File: src/hdl/krdd_pkg.sv
// Package with shared constants and types for the key-ramped differential drive.
`default_nettype none

package krdd_pkg;

  // Field widths.
  localparam int unsigned CfgW     = 10;
  localparam int unsigned CfgIdxW  = 8;
  localparam int unsigned LevelW   = 11;
  localparam int unsigned SumW     = 12;
  localparam int unsigned EvTypeW  = 16;
  localparam int unsigned KeyCodeW = 16;
  localparam int unsigned KeyValW  = 8;
  localparam int unsigned NumKeys  = 6;

  // Action codes.
  localparam logic ACT_KEY  = 1'b0;
  localparam logic ACT_TICK = 1'b1;

  // Event type and key values that the command decode compares against.
  localparam logic [EvTypeW-1:0] EV_KEY      = 16'd1;
  localparam logic [KeyValW-1:0] KVAL_PRESS  = 8'd1;
  localparam logic [KeyValW-1:0] KVAL_REPEAT = 8'd2;

  // Key codes.
  localparam logic [KeyCodeW-1:0] KEY_CODE_FWD    = 16'd17;
  localparam logic [KeyCodeW-1:0] KEY_CODE_LEFT   = 16'd30;
  localparam logic [KeyCodeW-1:0] KEY_CODE_BACK   = 16'd31;
  localparam logic [KeyCodeW-1:0] KEY_CODE_RIGHT  = 16'd32;
  localparam logic [KeyCodeW-1:0] KEY_CODE_LSHIFT = 16'd42;
  localparam logic [KeyCodeW-1:0] KEY_CODE_RSHIFT = 16'd54;

  // Bit positions in the held-key flags.
  localparam int unsigned HK_FWD    = 0;
  localparam int unsigned HK_LEFT   = 1;
  localparam int unsigned HK_BACK   = 2;
  localparam int unsigned HK_RIGHT  = 3;
  localparam int unsigned HK_LSHIFT = 4;
  localparam int unsigned HK_RSHIFT = 5;

  // Configuration register indexes.
  localparam logic [CfgIdxW-1:0] REG_RAMP_STEP  = 8'd0;
  localparam logic [CfgIdxW-1:0] REG_DECAY_STEP = 8'd1;
  localparam logic [CfgIdxW-1:0] REG_FULL_SCALE = 8'd2;
  localparam logic [CfgIdxW-1:0] REG_CLIP_LIMIT = 8'd3;

  // Configuration reset values.
  localparam logic [CfgW-1:0] RST_RAMP_STEP  = 10'd15;
  localparam logic [CfgW-1:0] RST_DECAY_STEP = 10'd20;
  localparam logic [CfgW-1:0] RST_FULL_SCALE = 10'd500;
  localparam logic [CfgW-1:0] RST_CLIP_LIMIT = 10'd500;

  typedef logic signed [LevelW-1:0] level_t;

  // Step settings shared by both axes.
  typedef struct packed {
    logic [CfgW-1:0] ramp_step;
    logic [CfgW-1:0] decay_step;
    logic [CfgW-1:0] full_scale;
  } krdd_step_cfg_t;

  // Per-axis key control.
  typedef struct packed {
    logic pos_key;
    logic neg_key;
    logic hold;
  } krdd_axis_ctl_t;

endpackage

`default_nettype wire

File: src/hdl/krdd_if.sv
// Channel interfaces for commands, drive results and configuration writes.
`default_nettype none

interface krdd_cmd_if;
  import krdd_pkg::*;
  logic                valid;
  logic                ready;
  logic                action;
  logic [EvTypeW-1:0]  event_type;
  logic [KeyCodeW-1:0] key_code;
  logic [KeyValW-1:0]  key_value;

  modport source (output valid, action, event_type, key_code, key_value, input ready);
  modport sink   (input valid, action, event_type, key_code, key_value, output ready);
endinterface

interface krdd_drive_if;
  import krdd_pkg::*;
  logic   valid;
  logic   ready;
  level_t left_drive;
  level_t right_drive;

  modport source (output valid, left_drive, right_drive, input ready);
  modport sink   (input valid, left_drive, right_drive, output ready);
endinterface

interface krdd_cfg_if;
  import krdd_pkg::*;
  logic               valid;
  logic               ready;
  logic [CfgIdxW-1:0] index;
  logic [CfgW-1:0]    data;

  modport source (output valid, index, data, input ready);
  modport sink   (input valid, index, data, output ready);
endinterface

`default_nettype wire

File: src/hdl/krdd_axis.sv
// One drive axis: target from two opposing keys and a slew-limited level update.
`default_nettype none

module krdd_axis (
  input  krdd_pkg::krdd_step_cfg_t cfg,
  input  krdd_pkg::krdd_axis_ctl_t ctl,
  input  krdd_pkg::level_t         level,
  output krdd_pkg::level_t         level_next
);
  import krdd_pkg::*;

  logic signed [SumW-1:0] tmax_s;
  logic signed [SumW-1:0] target;
  logic signed [SumW-1:0] step_s;
  logic signed [SumW-1:0] level_s;
  logic signed [SumW-1:0] diff;
  logic signed [SumW-1:0] up_sum;
  logic signed [SumW-1:0] down_sum;

  // Target is plus or minus full_scale; opposing keys cancel.
  always_comb begin
    tmax_s = $signed({2'b00, cfg.full_scale});
    if (ctl.pos_key && !ctl.neg_key) begin
      target = tmax_s;
    end else if (ctl.neg_key && !ctl.pos_key) begin
      target = -tmax_s;
    end else begin
      target = '0;
    end
  end

  // Ramp toward a nonzero target, decay toward zero.
  assign step_s   = $signed({2'b00, (target != '0) ? cfg.ramp_step : cfg.decay_step});
  assign level_s  = SumW'(level);
  assign diff     = target - level_s;
  assign up_sum   = level_s + step_s;
  assign down_sum = level_s - step_s;

  // Hold when ctl.hold is set, else move one step, or snap onto the target when within one step.
  always_comb begin
    priority if (ctl.hold) begin
      level_next = level;
    end else if (diff > step_s) begin
      level_next = up_sum[LevelW-1:0];
    end else if (diff < -step_s) begin
      level_next = down_sum[LevelW-1:0];
    end else begin
      level_next = target[LevelW-1:0];
    end
  end

endmodule

`default_nettype wire

File: src/hdl/key_ramped_differential_drive_top.sv
// Top level of the key-ramped differential drive mixer.
//
//  Channel | Direction | Payload                                   | Transaction
//  cmd     | in        | action, event_type, key_code, key_value   | valid && ready
//  drive   | out       | left_drive, right_drive (one per tick)    | valid && ready
//  cfg     | in        | index, data (write only, always ready)    | valid && ready
//
// One command transaction can be taken every cycle while cmd.ready is high. Key
// events update the held keys in the cycle they are taken; a tick updates both
// levels at once and its drive result passes a mixing stage and the output register.
// Reset clears held keys, levels, pending results and loads the register defaults.
// While the output register is full and not taken, cmd.ready drops only once the
// mixing stage also holds a result.
`default_nettype none

module key_ramped_differential_drive_top (
  input  logic              clk,
  input  logic              rst,
  krdd_cmd_if.sink          cmd,
  krdd_drive_if.source      drive,
  krdd_cfg_if.sink          cfg
);
  import krdd_pkg::*;

  krdd_step_cfg_t       step_cfg;
  logic [CfgW-1:0]      clip_limit;
  logic [NumKeys-1:0]   held_keys;
  logic [NumKeys-1:0]   held_keys_next;
  logic [NumKeys-1:0]   key_bit;
  level_t               forward_level;
  level_t               turn_level;
  level_t               forward_next;
  level_t               turn_next;
  krdd_axis_ctl_t       fwd_ctl;
  krdd_axis_ctl_t       turn_ctl;
  logic                 mix_valid;
  logic                 out_valid;
  level_t               left_drive;
  level_t               right_drive;
  logic                 out_free;
  logic                 cmd_acc;
  logic                 tick_acc;
  logic                 key_acc;
  logic                 shift_held;
  logic signed [SumW-1:0] sum_left;
  logic signed [SumW-1:0] sum_right;
  level_t               clip_left;
  level_t               clip_right;

  // Saturate a sum to plus or minus the clip limit.
  function automatic level_t clip_sum(input logic signed [SumW-1:0] v,
                                      input logic [CfgW-1:0] lim);
    logic signed [SumW-1:0] lim_s;
    lim_s = $signed({2'b00, lim});
    if (v > lim_s) begin
      return lim_s[LevelW-1:0];
    end else if (v < -lim_s) begin
      return LevelW'(-lim_s);
    end else begin
      return v[LevelW-1:0];
    end
  endfunction

  // Handshake.
  assign out_free  = !out_valid || drive.ready;
  assign cmd.ready = !mix_valid || out_free;
  assign cmd_acc   = cmd.valid && cmd.ready;
  assign tick_acc  = cmd_acc && (cmd.action == ACT_TICK);
  assign key_acc   = cmd_acc && (cmd.action == ACT_KEY) && (cmd.event_type == EV_KEY) &&
                     (cmd.key_value != KVAL_REPEAT);
  assign cfg.ready = 1'b1;

  // Key code decode into a held-key flag.
  always_comb begin
    key_bit = '0;
    unique case (cmd.key_code)
      KEY_CODE_FWD:    key_bit[HK_FWD]    = 1'b1;
      KEY_CODE_LEFT:   key_bit[HK_LEFT]   = 1'b1;
      KEY_CODE_BACK:   key_bit[HK_BACK]   = 1'b1;
      KEY_CODE_RIGHT:  key_bit[HK_RIGHT]  = 1'b1;
      KEY_CODE_LSHIFT: key_bit[HK_LSHIFT] = 1'b1;
      KEY_CODE_RSHIFT: key_bit[HK_RSHIFT] = 1'b1;
      default:         key_bit = '0;
    endcase
  end

  // Press sets the flag, any other non-repeat value clears it.
  always_comb begin
    held_keys_next = held_keys;
    if (key_acc) begin
      if (cmd.key_value == KVAL_PRESS) begin
        held_keys_next = held_keys | key_bit;
      end else begin
        held_keys_next = held_keys & ~key_bit;
      end
    end
  end

  // Axis controls; a held shift freezes both levels.
  assign shift_held = held_keys[HK_LSHIFT] || held_keys[HK_RSHIFT];
  assign fwd_ctl  = '{pos_key: held_keys[HK_FWD],   neg_key: held_keys[HK_BACK],
                      hold: shift_held};
  assign turn_ctl = '{pos_key: held_keys[HK_RIGHT], neg_key: held_keys[HK_LEFT],
                      hold: shift_held};

  krdd_axis u_fwd (
    .cfg        (step_cfg),
    .ctl        (fwd_ctl),
    .level      (forward_level),
    .level_next (forward_next)
  );

  krdd_axis u_turn (
    .cfg        (step_cfg),
    .ctl        (turn_ctl),
    .level      (turn_level),
    .level_next (turn_next)
  );

  // Key flags and axis levels.
  always_ff @(posedge clk) begin
    if (rst) begin
      held_keys     <= '0;
      forward_level <= '0;
      turn_level    <= '0;
    end else begin
      held_keys <= held_keys_next;
      if (tick_acc) begin
        forward_level <= forward_next;
        turn_level    <= turn_next;
      end
    end
  end

  // Configuration registers; unknown indexes are ignored.
  always_ff @(posedge clk) begin
    if (rst) begin
      step_cfg.ramp_step  <= RST_RAMP_STEP;
      step_cfg.decay_step <= RST_DECAY_STEP;
      step_cfg.full_scale <= RST_FULL_SCALE;
      clip_limit          <= RST_CLIP_LIMIT;
    end else if (cfg.valid && cfg.ready) begin
      unique case (cfg.index)
        REG_RAMP_STEP:  step_cfg.ramp_step  <= cfg.data;
        REG_DECAY_STEP: step_cfg.decay_step <= cfg.data;
        REG_FULL_SCALE: step_cfg.full_scale <= cfg.data;
        REG_CLIP_LIMIT: clip_limit          <= cfg.data;
        default: ;
      endcase
    end
  end

  // Mixing stage: levels hold until the next tick is taken, so the pending
  // result reads them directly.
  assign sum_left   = SumW'(forward_level) + SumW'(turn_level);
  assign sum_right  = SumW'(forward_level) - SumW'(turn_level);
  assign clip_left  = clip_sum(sum_left, clip_limit);
  assign clip_right = clip_sum(sum_right, clip_limit);

  always_ff @(posedge clk) begin
    if (rst) begin
      mix_valid <= 1'b0;
    end else if (tick_acc) begin
      mix_valid <= 1'b1;
    end else if (out_free) begin
      mix_valid <= 1'b0;
    end
  end

  // Output register.
  always_ff @(posedge clk) begin
    if (rst) begin
      out_valid <= 1'b0;
    end else if (out_free) begin
      out_valid <= mix_valid;
    end
  end

  always_ff @(posedge clk) begin
    if (out_free && mix_valid) begin
      left_drive  <= clip_left;
      right_drive <= clip_right;
    end
  end

  assign drive.valid       = out_valid;
  assign drive.left_drive  = left_drive;
  assign drive.right_drive = right_drive;

endmodule

`default_nettype wire

File: src/flat_wrapper.sv
// flat-port wrapper written by rule: the top's interface ports become plain ports
module key_ramped_differential_drive_top_flat import krdd_pkg::*;
  (clk, rst, cmd_valid, cmd_action, cmd_event_type, cmd_key_code, cmd_key_value, cmd_ready, drive_valid, drive_left_drive, drive_right_drive, drive_ready, cfg_valid, cfg_index, cfg_data, cfg_ready);
  krdd_cmd_if cmd_i ();
  krdd_drive_if drive_i ();
  krdd_cfg_if cfg_i ();
  input  logic clk;
  input  logic rst;
  input wire logic [$bits(cmd_i.valid)-1:0] cmd_valid;
  input wire logic [$bits(cmd_i.action)-1:0] cmd_action;
  input wire logic [$bits(cmd_i.event_type)-1:0] cmd_event_type;
  input wire logic [$bits(cmd_i.key_code)-1:0] cmd_key_code;
  input wire logic [$bits(cmd_i.key_value)-1:0] cmd_key_value;
  output wire logic [$bits(cmd_i.ready)-1:0] cmd_ready;
  output wire logic [$bits(drive_i.valid)-1:0] drive_valid;
  output wire logic [$bits(drive_i.left_drive)-1:0] drive_left_drive;
  output wire logic [$bits(drive_i.right_drive)-1:0] drive_right_drive;
  input wire logic [$bits(drive_i.ready)-1:0] drive_ready;
  input wire logic [$bits(cfg_i.valid)-1:0] cfg_valid;
  input wire logic [$bits(cfg_i.index)-1:0] cfg_index;
  input wire logic [$bits(cfg_i.data)-1:0] cfg_data;
  output wire logic [$bits(cfg_i.ready)-1:0] cfg_ready;
  assign cmd_i.valid = cmd_valid;
  assign cmd_i.action = cmd_action;
  assign cmd_i.event_type = cmd_event_type;
  assign cmd_i.key_code = cmd_key_code;
  assign cmd_i.key_value = cmd_key_value;
  assign cmd_ready = cmd_i.ready;
  assign drive_valid = drive_i.valid;
  assign drive_left_drive = drive_i.left_drive;
  assign drive_right_drive = drive_i.right_drive;
  assign drive_i.ready = drive_ready;
  assign cfg_i.valid = cfg_valid;
  assign cfg_i.index = cfg_index;
  assign cfg_i.data = cfg_data;
  assign cfg_ready = cfg_i.ready;
  key_ramped_differential_drive_top u_core (.clk(clk), .rst(rst), .cmd(cmd_i), .drive(drive_i), .cfg(cfg_i));
endmodule
File: config.mk
export PLATFORM = sky130hd
export DESIGN_NAME = key_ramped_differential_drive_top_flat
export DESIGN_NICKNAME = d
export VERILOG_FILES = /design/src/hdl/krdd_pkg.sv /design/src/hdl/krdd_if.sv /design/src/hdl/krdd_axis.sv /design/src/hdl/key_ramped_differential_drive_top.sv /design/src/flat_wrapper.sv
export SDC_FILE = /design/constraint.sdc
export NUM_CORES = 1
export LEC_CHECK = 0
export BUFFER_PORTS_ARGS = -buffer_cell sky130_fd_sc_hd__buf_2
export CAP_MARGIN = 20
export CORE_ASPECT_RATIO = 1.5
export CORE_MARGIN = 10
export CORE_UTILIZATION = 28
export CTS_CLUSTER_DIAMETER = 200
export CTS_CLUSTER_SIZE = 20
export DETAILED_ROUTE_END_ITERATION = 10
export PLACE_DENSITY = 0.41
export SLEW_MARGIN = 10
export SYNTH_ARGS = -nofsm -noshare
export SYNTH_HDL_FRONTEND = slang
export SYNTH_SLANG_ARGS = --single-unit
export TNS_END_PERCENT = 30
File: constraint.sdc
create_clock -name clk -period 7 [get_ports clk]
set_input_delay 0.7 -clock clk [delete_from_list [all_inputs] [get_ports clk]]
set_output_delay 0.7 -clock clk [all_outputs]
set_load 0.02 [all_outputs]
==> results of run 1 <==
-- path summary, 6_finish.rpt --
path / start / to / slack [ns] / cells after the start
max: u_core.step_cfg[1]$_SDFFE_PP0P_ / u_core.turn_level[0]$_SDFFE_PP0P_ / 0.82 / 26
min: u_core.mix_valid$_SDFFE_PP0P_ / u_core.drive.valid$_SDFFE_PP0P_ / 0.49 / 2
max reg2reg: u_core.step_cfg[1]$_SDFFE_PP0P_ / u_core.turn_level[0]$_SDFFE_PP0P_ / 0.82 / 26
min reg2reg: u_core.mix_valid$_SDFFE_PP0P_ / u_core.drive.valid$_SDFFE_PP0P_ / 0.49 / 2
-- power by group through the flow --
stage	Combinational, mW	Sequential, mW	Clock [mW]
2_1_floorplan	2.45	0.846	0
3_3_place_gp	3.37	0.814	0
3_5_place_dp	3.40	0.815	0
4_1_cts	3.42	0.802	0.538
5_1_grt	3.76	0.813	0.550
6_report	3.39	0.801	0.511
-- layer usage --
layer	track usage, %	vias up	part of all wire, %
li1	-	5150	-
met4	7.318	0	4.1
met3	1.779	67	2.1
met2	32.35	145	56
met1	16.32	4906	38
met5	0	-	0
-- placed cells by master (no fill, tap or decap), types with 14 or more instances in the layout --
master / n
a211o_1: 18
a211oi_1: 20
a21o_1: 20
a21oi_1: 78
buf_2: 87
buf_4: 27
dfxtp_1: 70
edfxtp_1: 22
ha_1: 168
inv_1: 117
mux2_2: 16
mux2i_1: 65
nand2_1: 69
nand2b_1: 26
nand3_1: 23
nand4_1: 14
nor2_1: 134
nor2b_1: 33
nor3_1: 30
o211ai_1: 14
o21a_1: 23
o21ai_0: 86
o21bai_1: 16
xnor2_1: 58
-- layout make-up --
cell class,count,area (um^2),share of cell area [%]
Tap cell,500,625.6,5.026
Inverter,117,439.2,3.528
Clock buffer,12,257.7,2.071
Sequential cell,92,2062,16.56
Timing Repair Buffer,116,664.4,5.337
Multi-Input combinational cell,1116,8371,67.24
Clock inverter,4,28.78,0.2312
-- tightest hold or removal path, cell delays in order (launching register included) --
cell and delay, ns:
dfxtp_1 0.34, nor2_1 0.05, nor2_1 0.07
-- state kept, by name, summed over array words and instances (netlist names), named ones only --
signal,flops
u_core.clip_limit,10
u_core.drive.left_drive,11
u_core.drive.right_drive,11
u_core.drive.valid,1
u_core.forward_level,11
u_core.mix_valid,1
u_core.step_cfg,30
u_core.turn_level,11
-- through the flow --
stage / util, % / instances / setup slack (ns) / area [um^2]
after floorplan: - / 1379 / 1.009 / 11100
after global placement: 30.87 / 1939 / 0.9750 / 12140
after detailed placement: 30.90 / 1940 / 0.8887 / 12150
after CTS: 31.63 / 1956 / 0.8612 / 12430
after global routing: 31.67 / 1957 / 0.3992 / 12450
final: 31.67 / 1957 / 0.8242 / 12450
-- kinds of logic after synthesis --
group | synth area share [%]
buf+inv | 6.145
mux | 7.926
fa+ha+maj | 20.39
compound gates | 22.67
simple gates | 18.65
other cells | 0.03379
xor+xnor | 5.604
flops | 18.58
==> results_dict.tcl, run 1 <==
set metrics [dict create \
    vias_per_cell 5.247 \
    post-cts-setup-buffers 0 \
    synthCells 1379 \
    cts_hold_buf 0 \
    switching_share_pct 49.23 \
    yosysUniqueCellTypes 83 \
    path_clk_slew_ns 0.08 \
    p_comb_share_pct 72.1 \
    p_sw_mw 2.316 \
    final_antenna_net_count 0 \
    path_buf_inv 5 \
    grt_pass1_wl_um 61120 \
    dieArea_mm2 0.04816 \
    yosys.area.top_type "ha_1" \
    fp.dieW_um 182.5 \
    io_pins 89 \
    fillCellCount 4267 \
    synth_ff_type "dfxtp_1" \
    diodes 0 \
    insertion_delay_ns 0.38 \
    cp_max_fo 13 \
    finalHoldViolations 0 \
    slowest_stage "nor2_1" \
    synth_area_per_cell_um2 8.047 \
    synth_area_mm2 0.01110 \
    setup-violations-final 0 \
    netlist_top_cells_count "ha_1 (168), nor2_1 (134), inv_1 (117), o21ai_0 (87), a21oi_1 (78)" \
    worstSetupStartpointType "register" \
    synth_edf_count 22 \
    max_stage_delay_ns 0.69 \
    synth_seq_area_share_pct 18.58 \
    root_buffer "clkbuf_16" \
    finalNetCount 1692 \
    power_density_mw_per_mm2 378.0 \
    track_usage_pct 16.30 \
    critPathMostFrequentCell "buf_4" \
    pwr-share-clk_pct 10.9 \
    synth.most_common_cell "ha_1" \
    grt_pass1_vias 10693 \
    p_leak_nw 5.622 \
    synthesis.nets 1619 \
    clock-sinks 92 \
    grt-ovfl-total 0 \
    max_slew_margin_pct 37.89 \
    post_cts_resized 0 \
    rsz0062_at_grt "false" \
    clock_skew_ns 0.01151 \
    antenna_found_initial 0 \
    outcome "completed" \
    synthArstFlopShare_pct 0 \
    vias 10268 \
    intPower_mw 2.389 \
    yosysTopAreaCellShare_pct 18.94 \
    wl_per_cell_um 20.33 \
    core_area_mm2 0.03931 \
    yosys_warnings 0 \
    crit_family "simple AND/OR/NAND/NOR gates" \
    drv_cap 0 \
    drt_iter0_drc 513 \
    initial_utilization_pct 28.23 \
    post-dp-hpwl_um 33540 \
    finalSetupTns_ns 0 \
    finalCritPeriodShare_pct 88.23 \
    first_pass_iters 5 \
    ir_drop_uv 328.9 \
    die_y_um 263.8 \
    arrival_ns 6.47 \
    p_total_mw 4.706 \
    pwr-share-seq_pct 17.0 \
    routed_wl_um 39780 \
    synth_area_leaders "ha_1 (19%), dfxtp_1 (13%), edfxtp_1 (6.0%)" \
    hp-class "register to register" \
    period_needed_ns 6.176 \
    grt_start_max_net_pins 67 \
    drive_gt1_share_pct 11.67 \
    htreeDepth 3 \
    slew_viol_final 0 \
    crit_type "register to register" \
    cts_inserted_buffers 9 \
    worst_hold_slack_ns 0.4908 \
    gp_congestion 0.8911 \
    clock_path_buffers 2 \
    cp-end-kind "register" \
    drcViolationCount 0 \
    area_growth_pct 12.18 \
    crit_required_ns 7.29 \
    port_buffers 87 \
    cts_tree "yes" \
    worst_pin_slew_ns 0.9282 \
    num_rows 89 \
    synth_seq_cells 92 \
    fmax_mhz 161.9 \
]
Power figures use the tool's default switching activity.
==> run 2, diff against run 1 <==
--- a/config.mk
+++ b/config.mk
@@ -5,15 +5,15 @@
 export SDC_FILE = /design/constraint.sdc
 export NUM_CORES = 1
 export LEC_CHECK = 0
-export BUFFER_PORTS_ARGS = -buffer_cell sky130_fd_sc_hd__buf_2
-export CAP_MARGIN = 20
+export CAP_MARGIN = 5
 export CORE_ASPECT_RATIO = 1.5
 export CORE_MARGIN = 10
 export CORE_UTILIZATION = 28
 export CTS_CLUSTER_DIAMETER = 200
 export CTS_CLUSTER_SIZE = 20
 export DETAILED_ROUTE_END_ITERATION = 10
-export PLACE_DENSITY = 0.41
+export DONT_BUFFER_PORTS = 1
+export PLACE_DENSITY = 0.39
 export SLEW_MARGIN = 10
 export SYNTH_ARGS = -nofsm -noshare
 export SYNTH_HDL_FRONTEND = slang
==> results_dict.tcl, run 2 (synthesis gave the netlist of run 1 again) <==
set metrics [dict create \
    finalNetCount 1603 \
    finalCritPeriodShare_pct 90.55 \
    finalSetupTns_ns 0 \
    clock_skew_ns 0.01521 \
    worstSetupStartpointType "register" \
    cp-end-kind "register" \
    arrival_ns 6.64 \
    vias 9869 \
    fp.dieW_um 182.5 \
    post-dp-hpwl_um 33320 \
    layout_commonest_cell "ha_1" \
    cts_tree "yes" \
    cp_max_fo 10 \
    largest_reg_flops 30 \
    diodes 0 \
    path_cells "inv_1 > ha_1 > or3b_1 > nor3_1 > o31ai_1 > and4b_1 > mux2i_1 > ha_1 > o21a_1 > and3_1 > nand3_1 > xnor2_1 > ha_1 > o2111ai_1 > a21boi_0 > o21ai_1 > buf_4 > nor2b_1 > mux2_4 > a211oi_2" \
    initial_utilization_pct 28.23 \
    wl_per_cell_um 21.01 \
    fillCellCount 4257 \
    period_needed_ns 6.338 \
    die_y_um 263.8 \
    crit_family "simple AND/OR/NAND/NOR gates" \
    slowest_stage "o21ai_1" \
    power_density_mw_per_mm2 386.8 \
    drcViolationCount 0 \
    cts_hold_buf 0 \
    crit_type "register to register" \
    drive_gt1_share_pct 6.067 \
    mostFrequentLayoutCells "ha_1 (168), nor2_1 (134), inv_1 (117), o21ai_0 (86), a21oi_1 (78)" \
    rsz0062_at_grt "false" \
    outcome "completed" \
    post_cts_resized 0 \
    grt_pass1_wl_um 60410 \
    max_stage_delay_ns 0.72 \
    finalHoldViolations 0 \
    grt-ovfl-total 0 \
    p_total_mw 4.638 \
    critPathMostFrequentCell "ha_1" \
    fin_util_pct 30.51 \
    final_antenna_net_count 0 \
    num_rows 89 \
    post-place-cells 1852 \
    hp-class "input port to register" \
    antenna_found_initial 0 \
    setup_slack_ns 0.6615 \
    io_pins 89 \
    grt_start_max_net_pins 69 \
    port_buffers 0 \
    gp_congestion 0.8918 \
    grt_pass1_vias 10304 \
    fin_cells 1868 \
    core_area_mm2 0.03931 \
    insertion_delay_ns 0.37 \
    dieArea_mm2 0.04816 \
    clock_path_buffers 2 \
    setup-violations-final 0 \
    area_growth_pct 8.062 \
    slew_viol_final 0 \
    fmax_mhz 157.8 \
    top_register "u_core.step_cfg" \
    cts_inserted_buffers 9 \
    crit_required_ns 7.30 \
    worst_pin_slew_ns 1.072 \
    vias_per_cell 5.283 \
    routed_wl_um 39260 \
    post-cts-setup-buffers 0 \
    track_usage_pct 16.16 \
    p_leak_nw 5.267 \
    drt_iter0_drc 508 \
    htreeDepth 3 \
    place_ws_ns 0.6256 \
    ir_drop_uv 482.1 \
    first_pass_iters 5 \
    path_clk_slew_ns 0.08 \
    root_buffer "clkbuf_16" \
    max_slew_margin_pct 28.23 \
    path_buf_inv 2 \
    drv_cap 0 \
    clock-sinks 92 \
]
run 2: cell types whose count changed in the layout (fill, tap and decap cells not counted), sizes merged:
cell    change
clkbuf      -3
inv         +1
clkinv      +2
buf        -89
run 2: per-stage QoR:
step | instance area [um^2] | hold slack (ns)
3_5_place_dp | 11700 | 0.4922
3_3_place_gp | 11700 | 0.4843
4_1_cts | 11990 | 0.3851
2_1_floorplan | 11100 | 0.4548
6_report | 11990 | 0.3922
5_1_grt | 11990 | 0.3696
run 2: final cells by class:
class | count | area [um^2] | share of cell area [%]
sequential | 92 | 2062 | 17.20
tap | 500 | 625.6 | 5.217
clock inverter | 7 | 66.31 | 0.5530
timing repair buffer | 27 | 202.7 | 1.690
multi-input combinational | 1116 | 8371 | 69.80
clock buffer | 9 | 225.2 | 1.878
inverter | 117 | 439.2 | 3.662
run 2: layer usage:
layer,global-route usage [%],part of all wire (%),routed length (um)
met1,16.22,37,14580
met5,0,0,0
met2,32.54,57,22520
met3,2.039,2.2,862
met4,5.642,3.3,1289
run 2: worst register-to-register path: cells and delay by family, from the launching register on:
kind | cells | cell delay, ns
AND/OR/NAND/NOR | 6 | 1.97
XOR/XNOR | 1 | 0.15
multiplexers | 2 | 0.94
buffers and inverters | 2 | 0.39
AO/OA/AOI/OAI | 6 | 1.59
adder cells (fa/ha/maj) | 3 | 0.85
flip-flops | 1 | 0.37
run 2: path summary, 6_finish.rpt:
check	from	endpoint	slack, ns	cells after the start
max reg2reg	u_core.step_cfg[1]$_SDFFE_PP0P_	u_core.forward_level[0]$_SDFFE_PP0P_	0.66	20
min reg2reg	register	register	0.51	2
max	u_core.step_cfg[1]$_SDFFE_PP0P_	u_core.forward_level[0]$_SDFFE_PP0P_	0.66	20
min	rst	u_core.forward_level[5]$_SDFFE_PP0P_	0.39	1
run 2: power by group:
group	internal, mW	total [mW]	switching, mW
clock	0.251	0.499	0.249
combinational	1.35	3.27	1.92
sequential	0.734	0.869	0.136
